`src/hdl/assert_macros.svh`:
```
// Assertion helpers for the RTL file that carries checks.
`ifndef ASSERT_MACROS_SVH
`define ASSERT_MACROS_SVH

// The consequent must hold in the same cycle as the antecedent.
`define TWD_ASSERT_SAME(label, clk, rst_n, ante, cons) \
    label: assert property (@(posedge clk) disable iff (!(rst_n)) (ante) |-> (cons)) \
        else $error("assertion failed");

// The consequent must hold in the cycle after the antecedent.
`define TWD_ASSERT_NEXT(label, clk, rst_n, ante, cons) \
    label: assert property (@(posedge clk) disable iff (!(rst_n)) (ante) |=> (cons)) \
        else $error("assertion failed");

`endif

```
`src/hdl/twd_pkg.sv`:
```
`default_nettype none

package twd_pkg;

    localparam int ID_W   = 16;
    localparam int KIND_W = 2;
    localparam int TASK_W = 4;
    localparam int UTIL_W = 16;
    localparam int TAB_W  = 64;

    typedef logic [KIND_W-1:0] t_kind;
    typedef logic [1:0]        t_status;

    // Result status codes.
    localparam t_status ST_STORED   = 2'd0;
    localparam t_status ST_ASSIGNED = 2'd1;
    localparam t_status ST_NONE     = 2'd2;
    localparam t_status ST_DROPPED  = 2'd3;

    // Operation codes.
    localparam logic OP_ADD_WORKER = 1'b0;
    localparam logic OP_SUBMIT     = 1'b1;

    // Configuration register indexes.
    localparam logic REG_ABILITY = 1'b0;
    localparam logic REG_UTILITY = 1'b1;

    typedef struct packed {
        logic              operation;
        logic [ID_W-1:0]   worker_id;
        t_kind             worker_kind;
        logic [TASK_W-1:0] task_kind;
    } t_item;

    typedef struct packed {
        t_status         status;
        logic [ID_W-1:0] assigned_id;
        t_kind           assigned_kind;
    } t_result;

    typedef struct packed {
        logic             index;
        logic [TAB_W-1:0] data;
    } t_cfg;

    typedef struct packed {
        logic clear;
        logic step;
    } t_scan_ctl;

    typedef struct packed {
        logic  found;
        t_kind kind;
    } t_best;

endpackage

`default_nettype wire

```
`src/hdl/twd_chan_if.sv`:
```
`default_nettype none

interface twd_chan_if
    import twd_pkg::*;
#(
    parameter type t_payload = logic
);
    logic     valid;
    logic     ready;
    t_payload payload;

    modport source (output valid, output payload, input ready);
    modport sink (input valid, input payload, output ready);
endinterface

`default_nettype wire

```
`src/hdl/twd_ram.sv`:
```
`default_nettype none

module twd_ram
    import twd_pkg::*;
#(
    parameter int WIDTH = 16,
    parameter int DEPTH = 64
) (
    input  wire logic                                   i_clk,
    input  wire logic                                   i_we,
    input  wire logic [((DEPTH > 1) ? $clog2(DEPTH) : 1)-1:0] i_waddr,
    input  wire logic [WIDTH-1:0]                       i_wdata,
    input  wire logic                                   i_re,
    input  wire logic [((DEPTH > 1) ? $clog2(DEPTH) : 1)-1:0] i_raddr,
    output logic      [WIDTH-1:0]                       o_rdata
);

    logic [WIDTH-1:0] r_mem [DEPTH];
    logic [WIDTH-1:0] r_rdata;

    // The read data is held until the next read.
    always_ff @(posedge i_clk) begin
        if (i_we) begin
            r_mem[i_waddr] <= i_wdata;
        end
        if (i_re) begin
            r_rdata <= r_mem[i_raddr];
        end
    end

    assign o_rdata = r_rdata;

endmodule

`default_nettype wire

```
`src/hdl/twd_select.sv`:
```
`default_nettype none

module twd_select
    import twd_pkg::*;
#(
    parameter int CNT_W = 5
) (
    input  wire logic              i_clk,
    input  wire logic              i_rst_n,
    input  wire t_scan_ctl         i_ctl,
    input  wire t_kind             i_kind,
    input  wire logic [UTIL_W-1:0] i_util,
    input  wire logic [CNT_W-1:0]  i_count,
    input  wire logic              i_elig,
    output t_best                  o_best
);

    localparam int PROD_W = UTIL_W + CNT_W;

    t_best              r_best;
    logic [UTIL_W-1:0]  r_best_u;
    logic [CNT_W-1:0]   r_best_c;
    logic [PROD_W-1:0]  cand_prod;
    logic [PROD_W-1:0]  best_prod;
    logic               better;

    // u/c < best_u/best_c is tested as u*best_c < best_u*c; a tie keeps the
    // earlier, lower-indexed type.
    always_comb begin
        cand_prod = PROD_W'(i_util) * PROD_W'(r_best_c);
        best_prod = PROD_W'(r_best_u) * PROD_W'(i_count);
        better    = i_elig && (!r_best.found || (cand_prod < best_prod));
    end

    always_ff @(posedge i_clk) begin
        if (!i_rst_n) begin
            r_best <= '0;
        end else if (i_ctl.clear) begin
            r_best <= '0;
        end else if (i_ctl.step && better) begin
            r_best.found <= 1'b1;
            r_best.kind  <= i_kind;
        end
    end

    always_ff @(posedge i_clk) begin
        if (i_ctl.step && better) begin
            r_best_u <= i_util;
            r_best_c <= i_count;
        end
    end

    assign o_best = r_best;

endmodule

`default_nettype wire

```
`src/hdl/typed_worker_dispatcher_unit.sv`:
```
// Typed worker dispatcher.
// Items arrive on i_item: an add-worker item pushes worker_id onto the free
// stack of its worker_kind, and a submit item picks the capable worker type
// with the least utility per free worker and pops that type's top worker.
// Each item produces exactly one result on o_result: a status, and for an
// assigned task the worker id and type.
// The two 64-bit tables are written through i_cfg, which is ready outside
// reset; writes are expected only while the block is idle.
// The worker ids live in one synchronous RAM of NUM_KINDS * STACK_DEPTH
// entries; the free counts are a small register file with one access port.
// An add-worker item stores its worker unless the stack is full or the type is
// out of range, and its result then goes to the output register. A submit item
// runs one scan step per type through a single comparator, a pop step that
// addresses the RAM and a step for the registered read that fills the output
// register; if no type qualifies, the pop step gives the result instead.
// One item is worked on at a time; i_item is ready whenever the engine is
// idle and out of reset, even while a result still waits in the output register.
// A stalled receiver holds the result, and a finished item waits in its last
// step until the output register is free. Reset clears the counts, tables and
// output valid; the RAM needs no clearing as entries are read only below the count.
`default_nettype none
`include "assert_macros.svh"

module typed_worker_dispatcher_unit
    import twd_pkg::*;
#(
    parameter int NUM_KINDS      = 4,
    parameter int NUM_TASK_KINDS = 16,
    parameter int STACK_DEPTH    = 16
) (
    input  wire logic i_clk,
    input  wire logic i_rst_n,
    twd_chan_if.sink   i_item,
    twd_chan_if.source o_result,
    twd_chan_if.sink   i_cfg
);

    localparam int CNT_W     = $clog2(STACK_DEPTH + 1);
    localparam int KW        = (NUM_KINDS > 1) ? $clog2(NUM_KINDS) : 1;
    localparam int MEM_DEPTH = NUM_KINDS * STACK_DEPTH;
    localparam int AW        = (MEM_DEPTH > 1) ? $clog2(MEM_DEPTH) : 1;

    localparam logic [CNT_W-1:0]  DEPTH_C    = CNT_W'(STACK_DEPTH);
    localparam t_kind             LAST_KIND  = KIND_W'(NUM_KINDS - 1);
    localparam logic [TASK_W:0]   TASKS_C    = (TASK_W + 1)'(NUM_TASK_KINDS);
    localparam logic [KIND_W:0]   KINDS_C    = (KIND_W + 1)'(NUM_KINDS);

    // Engine states.
    localparam logic [2:0] S_IDLE = 3'd0;
    localparam logic [2:0] S_ADD  = 3'd1;
    localparam logic [2:0] S_SCAN = 3'd2;
    localparam logic [2:0] S_POP  = 3'd3;
    localparam logic [2:0] S_READ = 3'd4;

    logic [2:0]       r_state, n_state;
    t_item            r_item;
    t_kind            r_scan, n_scan;
    logic [CNT_W-1:0] r_count [NUM_KINDS];
    logic [TAB_W-1:0] r_abil;
    logic [TAB_W-1:0] r_util;
    logic             r_out_valid, n_out_valid;
    t_result          r_out, n_out;

    logic             item_acc;
    logic             out_free;
    logic [KW-1:0]    cidx;
    logic [CNT_W-1:0] cnt_rd;
    logic             cnt_we;
    logic [CNT_W-1:0] n_cnt;
    logic             kind_oob;
    logic             full;
    logic             task_ok;
    logic             ram_we;
    logic             ram_re;
    logic [AW-1:0]    ram_waddr;
    logic [AW-1:0]    ram_raddr;
    logic [ID_W-1:0]  ram_rdata;
    t_scan_ctl        scan_ctl;
    logic [UTIL_W-1:0] scan_util;
    logic             scan_elig;
    t_best            best;

    assign item_acc     = i_item.valid && i_item.ready;
    assign i_item.ready = i_rst_n && (r_state == S_IDLE);
    assign i_cfg.ready  = i_rst_n;
    assign out_free     = !r_out_valid || o_result.ready;

    // The count register file has a single access port, steered by state.
    always_comb begin
        case (r_state)
            S_ADD:   cidx = r_item.worker_kind[KW-1:0];
            S_SCAN:  cidx = r_scan[KW-1:0];
            S_POP:   cidx = best.kind[KW-1:0];
            default: cidx = '0;
        endcase
    end

    assign cnt_rd   = r_count[cidx];
    assign kind_oob = ({1'b0, r_item.worker_kind} >= KINDS_C);
    assign full     = kind_oob || (cnt_rd >= DEPTH_C);
    assign task_ok  = ({1'b0, r_item.task_kind} < TASKS_C);

    // Candidate of the current scan step.
    assign scan_util = r_util[r_scan * UTIL_W +: UTIL_W];
    assign scan_elig = task_ok && (cnt_rd != '0)
                       && r_abil[{r_scan, r_item.task_kind}];

    always_comb begin
        n_state     = r_state;
        n_scan      = r_scan;
        n_out_valid = r_out_valid && !o_result.ready;
        n_out       = r_out;
        cnt_we      = 1'b0;
        n_cnt       = cnt_rd;
        ram_we      = 1'b0;
        ram_re      = 1'b0;
        ram_waddr   = AW'(cidx) * AW'(STACK_DEPTH) + AW'(cnt_rd);
        ram_raddr   = AW'(cidx) * AW'(STACK_DEPTH) + AW'(cnt_rd - 1'b1);
        scan_ctl    = '0;

        unique case (r_state)
            S_IDLE: begin
                if (item_acc) begin
                    n_scan         = '0;
                    scan_ctl.clear = 1'b1;
                    n_state = (i_item.payload.operation == OP_SUBMIT) ? S_SCAN : S_ADD;
                end
            end
            S_ADD: begin
                if (out_free) begin
                    n_out_valid   = 1'b1;
                    n_out         = '0;
                    n_out.status  = full ? ST_DROPPED : ST_STORED;
                    ram_we        = !full;
                    cnt_we        = !full;
                    n_cnt         = cnt_rd + 1'b1;
                    n_state       = S_IDLE;
                end
            end
            S_SCAN: begin
                scan_ctl.step = 1'b1;
                if (r_scan == LAST_KIND) begin
                    n_state = S_POP;
                end else begin
                    n_scan = r_scan + 1'b1;
                end
            end
            S_POP: begin
                if (best.found) begin
                    // Pop: the new count addresses the top entry.
                    cnt_we  = 1'b1;
                    n_cnt   = cnt_rd - 1'b1;
                    ram_re  = 1'b1;
                    n_state = S_READ;
                end else if (out_free) begin
                    n_out_valid  = 1'b1;
                    n_out        = '0;
                    n_out.status = ST_NONE;
                    n_state      = S_IDLE;
                end
            end
            S_READ: begin
                if (out_free) begin
                    n_out_valid         = 1'b1;
                    n_out.status        = ST_ASSIGNED;
                    n_out.assigned_id   = ram_rdata;
                    n_out.assigned_kind = best.kind;
                    n_state             = S_IDLE;
                end
            end
            default: begin
                n_state = S_IDLE;
            end
        endcase
    end

    always_ff @(posedge i_clk) begin
        if (!i_rst_n) begin
            r_state     <= S_IDLE;
            r_out_valid <= 1'b0;
            r_abil      <= '0;
            r_util      <= '0;
            for (int k = 0; k < NUM_KINDS; k++) begin
                r_count[k] <= '0;
            end
        end else begin
            r_state     <= n_state;
            r_out_valid <= n_out_valid;
            if (cnt_we) begin
                r_count[cidx] <= n_cnt;
            end
            if (i_cfg.valid) begin
                unique case (i_cfg.payload.index)
                    REG_ABILITY: r_abil <= i_cfg.payload.data;
                    REG_UTILITY: r_util <= i_cfg.payload.data;
                    default:     r_abil <= r_abil;
                endcase
            end
        end
    end

    always_ff @(posedge i_clk) begin
        r_out  <= n_out;
        r_scan <= n_scan;
        if (item_acc) begin
            r_item <= i_item.payload;
        end
    end

    assign o_result.valid   = r_out_valid;
    assign o_result.payload = r_out;

    twd_ram #(
        .WIDTH (ID_W),
        .DEPTH (MEM_DEPTH)
    ) u_stack_ram (
        .i_clk   (i_clk),
        .i_we    (ram_we),
        .i_waddr (ram_waddr),
        .i_wdata (r_item.worker_id),
        .i_re    (ram_re),
        .i_raddr (ram_raddr),
        .o_rdata (ram_rdata)
    );

    twd_select #(
        .CNT_W (CNT_W)
    ) u_select (
        .i_clk   (i_clk),
        .i_rst_n (i_rst_n),
        .i_ctl   (scan_ctl),
        .i_kind  (r_scan),
        .i_util  (scan_util),
        .i_count (cnt_rd),
        .i_elig  (scan_elig),
        .o_best  (best)
    );

    // A chosen type must have a free worker to pop.
    `TWD_ASSERT_SAME(a_pop_nonempty, i_clk, i_rst_n, (r_state == S_POP) && best.found, cnt_rd != '0)
    // A count never exceeds the stack depth.
    `TWD_ASSERT_SAME(a_count_bound, i_clk, i_rst_n, (r_state == S_ADD) && !kind_oob, cnt_rd <= DEPTH_C)
    // An accepted item always starts work in the next cycle.
    `TWD_ASSERT_NEXT(a_accept_busy, i_clk, i_rst_n, item_acc, r_state != S_IDLE)
    // A finished read is delivered as an assignment.
    `TWD_ASSERT_NEXT(a_read_done, i_clk, i_rst_n, (r_state == S_READ) && out_free, r_out_valid && (r_out.status == ST_ASSIGNED))

endmodule

`default_nettype wire

```
`src/flat_wrapper.sv`:
```
// flat-port wrapper written by rule: the top's interface ports become plain ports
module typed_worker_dispatcher_unit_flat import twd_pkg::*;
#(
    parameter int NUM_KINDS      = 4,
    parameter int NUM_TASK_KINDS = 16,
    parameter int STACK_DEPTH    = 16
)
  (i_clk, i_rst_n, i_item_valid, i_item_payload, i_item_ready, o_result_valid, o_result_payload, o_result_ready, i_cfg_valid, i_cfg_payload, i_cfg_ready);
  twd_chan_if #(.t_payload(t_item)) i_item_i ();
  twd_chan_if #(.t_payload(t_result)) o_result_i ();
  twd_chan_if #(.t_payload(t_cfg)) i_cfg_i ();
  input  wire logic i_clk;
  input  wire logic i_rst_n;
  input wire logic [$bits(i_item_i.valid)-1:0] i_item_valid;
  input wire logic [$bits(i_item_i.payload)-1:0] i_item_payload;
  output wire logic [$bits(i_item_i.ready)-1:0] i_item_ready;
  output wire logic [$bits(o_result_i.valid)-1:0] o_result_valid;
  output wire logic [$bits(o_result_i.payload)-1:0] o_result_payload;
  input wire logic [$bits(o_result_i.ready)-1:0] o_result_ready;
  input wire logic [$bits(i_cfg_i.valid)-1:0] i_cfg_valid;
  input wire logic [$bits(i_cfg_i.payload)-1:0] i_cfg_payload;
  output wire logic [$bits(i_cfg_i.ready)-1:0] i_cfg_ready;
  assign i_item_i.valid = i_item_valid;
  assign i_item_i.payload = i_item_payload;
  assign i_item_ready = i_item_i.ready;
  assign o_result_valid = o_result_i.valid;
  assign o_result_payload = o_result_i.payload;
  assign o_result_i.ready = o_result_ready;
  assign i_cfg_i.valid = i_cfg_valid;
  assign i_cfg_i.payload = i_cfg_payload;
  assign i_cfg_ready = i_cfg_i.ready;
  typed_worker_dispatcher_unit #(.NUM_KINDS(NUM_KINDS), .NUM_TASK_KINDS(NUM_TASK_KINDS), .STACK_DEPTH(STACK_DEPTH)) u_core (.i_clk(i_clk), .i_rst_n(i_rst_n), .i_item(i_item_i), .o_result(o_result_i), .i_cfg(i_cfg_i));
endmodule
```
`config.mk`:
```
export PLATFORM = sky130hd
export DESIGN_NAME = typed_worker_dispatcher_unit_flat
export DESIGN_NICKNAME = d
export VERILOG_FILES = /design/src/hdl/twd_pkg.sv /design/src/hdl/twd_chan_if.sv /design/src/hdl/twd_ram.sv /design/src/hdl/twd_select.sv /design/src/hdl/typed_worker_dispatcher_unit.sv /design/src/flat_wrapper.sv
export VERILOG_INCLUDE_DIRS = /design/src /design/src/hdl
export SDC_FILE = /design/constraint.sdc
export NUM_CORES = 2
export LEC_CHECK = 0
export BUFFER_PORTS_ARGS = -buffer_cell sky130_fd_sc_hd__buf_2
export CORE_ASPECT_RATIO = 0.7
export CORE_MARGIN = 4
export CORE_UTILIZATION = 57
export DETAILED_ROUTE_END_ITERATION = 7
export GPL_TIMING_DRIVEN = 0
export PLACE_DENSITY = 0.76
export SLEW_MARGIN = 10
export SYNTH_ARGS = -nofsm -noshare
export SYNTH_HDL_FRONTEND = slang
export SYNTH_SLANG_ARGS = --single-unit
```
`constraint.sdc`:
```
create_clock -name i_clk -period 8 [get_ports i_clk]
set_input_delay 0 -clock i_clk [delete_from_list [all_inputs] [get_ports i_clk]]
set_output_delay 0 -clock i_clk [all_outputs]
set_load 0.01 [all_outputs]
```
==> metrics.md <==
| Metric | Value |
|---|---|
| Status | `finished with violations` |
| Failing checks | `DRC, setup timing` |
| Share of layout cells above drive strength 1 | `0.118` |
| Hold path cells | `2` |
| Sequential element share of the synthesized area | `0.634` |
| Hold Path Class | `primary input to flop` |
| Total wire length | `189 mm` |
| First-pass GRT wire length | `272 mm` |
| Rows | `97` |
| Die height | `274 um` |
| Clk_skew | `0.0660 ns` |
| WHS Endpoint | `u_core.r_item[12]` |
| GRT Residual Overflow | `0` |
| Fin. max-slew vios | `0` |
| R2r endpoint | `u_core.u_stack_ram.o_rdata[5]` |
| Layout fillers | `7150` |
| CTS Buf Count | `113` |
| Syn Nets | `5080` |
| Total power | `0.0160 W` |
| Initial core utilization | `0.575` |
| Placed Cells | `6361` |
| R2R cell count | `18` |
| Hold Fails Final Rpt | `0` |
| Crit. End Element | `flop` |
| Nets@finish | `5537` |
| Post-DP HPWL | `137 mm` |
| Post-synth EDFFs | `1125` |
| CP peak stage delay | `0.78 ns` |
| CTS Sinks | `1260` |
| Synthesized area per cell | `12.0 um^2` |
| Synthesis Warnings | `0` |
| Area grow syn2layout | `16.2%` |
| DRT antenna net count | `0` |
| Ys async rst share | `0` |
| R2R Path Start | `u_core.r_state[2]` |
| Pwr/cell area | `240 nW/um^2` |
| IO buf count | `115` |
| Largest net degree at the start of global routing | `33` |
| Fin util | `0.668` |
| Critical path, cell by cell | `buf_4, and4bb_1, a22oi_1, nand3_2, nand2_2, buf_2, clkbuf_1, buf_2, ha_1, clkbuf_1, clkbuf_1, nand2_2, clkbuf_1, buf_1, a21oi_1, nor4_2, nor4_1, a41o_1` |
| Main synth FF type | `edfxtp_1` |
| Post-synthesis cell count | `4809` |
| Final min period | `8.15 ns` |
| Count of cell types in the netlist | `78` |
| Synth Cell Area | `57500 um^2` |
| Die area | `106000 um^2` |
| CP arrival | `8.65 ns` |
| Dpl ws | `-1.79 ns` |
| Worst-Skew Late Latency | `0.77 ns` |
| Fmax | `0.123 GHz` |
| Peak VDD IR | `0.201 mV` |
| CTS tree | `built` |
| Setup violations, final | `10` |
| Hold Crit Start | `i_item_payload[12]` |
| Slowest cell on the critical path | `clkbuf_1` |
| Critical path class | `flop to flop` |
| Worst Path Required | `8.50 ns` |
| Initial antenna violation count | `9` |
| Final setup margin | `-0.153 ns` |
| Total Routing Usage GR | `0.350` |
| # H-tree levels | `3` |
| Fin crit share | `1.02` |
| MaxCap Viol Count | `0` |
| Via Count | `43700` |
| Worst slew pin tran | `1.31 ns` |
| Buffer depth of the longest clock path | `3` |
| Crit path launch type | `flop` |
| GPL Wtd Cong | `1.02` |
| Hold WS | `0.0134 ns` |
| Most frequent CP cell | `clkbuf_1` |
| Crit path max fanout | `10` |
| Core area | `100000 um^2` |
| Ports | `116` |
| Number of synthesized register bits | `1260` |
| Worst-path clk slew | `0.06 ns` |
| DRC errors left | `1` |
| Vias in the first global route | `41200` |
| First drt pass iteration count | `8` |
| Max-slew headroom | `0.126` |
| Routed len/inst | `28.3 um` |
| Final Non-Filler Cells | `6698` |
| Die Width | `388 um` |
| Leak | `23.8 nW` |
| Root buf cell | `clkbuf_16` |
| Vias per std cell | `6.52` |
| DR iter-0 viols | `7726` |
| Reg2Reg Setup Slack | `-0.15 ns` |
[report_power, final]
part           internal (W)  switching [W]  total (W)
Sequential          0.00721      0.0000472    0.00726
Combinational      0.000985        0.00238    0.00336
Clock               0.00290        0.00251    0.00540
Total                0.0111        0.00493     0.0160
[cell usage in the layout, fill, tap and decap left out, types with 85 or more instances in the layout]
cell type	count
a21boi_0	128
a21oi_1	414
a31oi_1	85
and2_1	100
buf_2	175
clkbuf_1	200
clkbuf_16	113
dfxtp_1	135
dlygate4sd3_1	122
edfxtp_1	1125
fa_1	85
ha_1	93
inv_1	118
mux2i_1	183
nand2_1	1105
nand3_1	146
[Yosys cell counts, types with 22 or more instances]
library cell / number / area share
and2_1: 100 / 0.011
mux4_2: 28 / 0.011
o22ai_1: 60 / 0.0065
clkbuf_1: 185 / 0.012
nor3_1: 31 / 0.0027
nand4_1: 24 / 0.0026
dfxtp_1: 135 / 0.047
nand2_1: 1107 / 0.072
a211oi_1: 23 / 0.0030
a31oi_1: 96 / 0.010
buf_2: 63 / 0.0055
nor2_1: 128 / 0.0084
a21oi_1: 414 / 0.036
nand3_1: 146 / 0.013
edfxtp_1: 1125 / 0.59
o21ai_0: 71 / 0.0062
inv_1: 118 / 0.0077
mux2i_1: 184 / 0.032
a21boi_0: 128 / 0.017
and3_1: 57 / 0.0062
buf_1: 30 / 0.0020
fa_1: 85 / 0.030
ha_1: 93 / 0.020
nor4_1: 78 / 0.0085
xnor2_1: 22 / 0.0033
or4_1: 23 / 0.0030
or3_1: 37 / 0.0040
[worst max-delay path, delay by kind of cell (launching register included)]
kind,cells,cell delay [ns]
adder cells (fa/ha/maj),1,0.34
AND/OR/NAND/NOR,6,2.25
buffers and inverters,8,3.99
AO/OA/AOI/OAI,3,0.89
flip-flops,1,0.37
[metal layers]
layer	GRT usage	vias up	part of all wire
met2	0.473	3534	0.40
met4	0.134	16	0.042
met3	0.161	561	0.18
li1	-	18500	-
met1	0.493	21100	0.38
met5	0.00864	-	0.00061
[how the worst max path moves through the flow]
stage                                           endpoint         startpoint  slack (ns)
after floorplan                u_core.u_select.o_best[0]  u_core.r_state[1]        0.29
after global placement         u_core.u_select.o_best[1]  u_core.r_state[1]       -1.70
after detailed placement       u_core.u_select.o_best[0]  u_core.r_state[1]       -1.79
after CTS                      u_core.u_select.o_best[1]  u_core.r_state[1]        0.06
after global routing      u_core.u_stack_ram.o_rdata[14]  u_core.r_state[1]      -0.004
final                      u_core.u_stack_ram.o_rdata[5]  u_core.r_state[2]       -0.15
[registers in the layout, indices dropped and copies added (netlist names)]
name	cells
u_core.u_stack_ram.r_mem	1024
u_core.r_abil	64
u_core.r_util	64
u_core.r_item	22
u_core.o_result.payload	20
u_core.r_count	20
u_core.u_select.r_best_u	16
u_core.u_stack_ram.o_rdata	16
u_core.u_select.r_best_c	5
u_core.r_state	3
u_core.u_select.o_best	3
u_core.r_scan	2
u_core.o_result.valid	1
[kinds of logic after synthesis]
logic type               count (synthesis)  synth area share
flip-flops                            1260             0.634
AND/OR/NAND/NOR                       1779             0.137
buffers and inverters                  413            0.0298
adder cells (fa/ha/maj)                178            0.0498
AO/OA/AOI/OAI                          912            0.0967
multiplexers                           231            0.0469
XOR/XNOR                                36           0.00548
[final cells by class]
| cell class | instances | area, um^2 | area share |
|---|---|---|---|
| Timing Repair Buffer | 342 | 3510 | 0.0525 |
| Clock inverter | 59 | 604 | 0.00904 |
| Inverter | 121 | 459 | 0.00687 |
| Antenna cell | 7 | 17.5 | 0.000262 |
| Clock buffer | 145 | 2970 | 0.0444 |
| Tap cell | 1336 | 1670 | 0.0250 |
| Multi-Input combinational cell | 3137 | 19800 | 0.296 |
| Buffer | 291 | 1310 | 0.0196 |
| Sequential cell | 1260 | 36500 | 0.546 |
[through the flow]
stage               setup TNS, ns  cell area (um^2)
floorplan                       0             57500
global placement           -46.82             59800
detailed placement         -48.52             61700
CTS                             0             66700
global route             -0.00411             66800
finish                     -0.571             66800
[timing repair]
action | in CTS | in global routing
buffers inserted | 3 | 1
hold endpoints to repair | 159 | 0
gates resized for setup | 46 | 33
setup endpoints to repair | 39 | 39
pin swaps | 0 | 2
cloned | 0 | 1
hold buffers | 122 | 0
No activity file was read; power rests on OpenSTA's default activity.
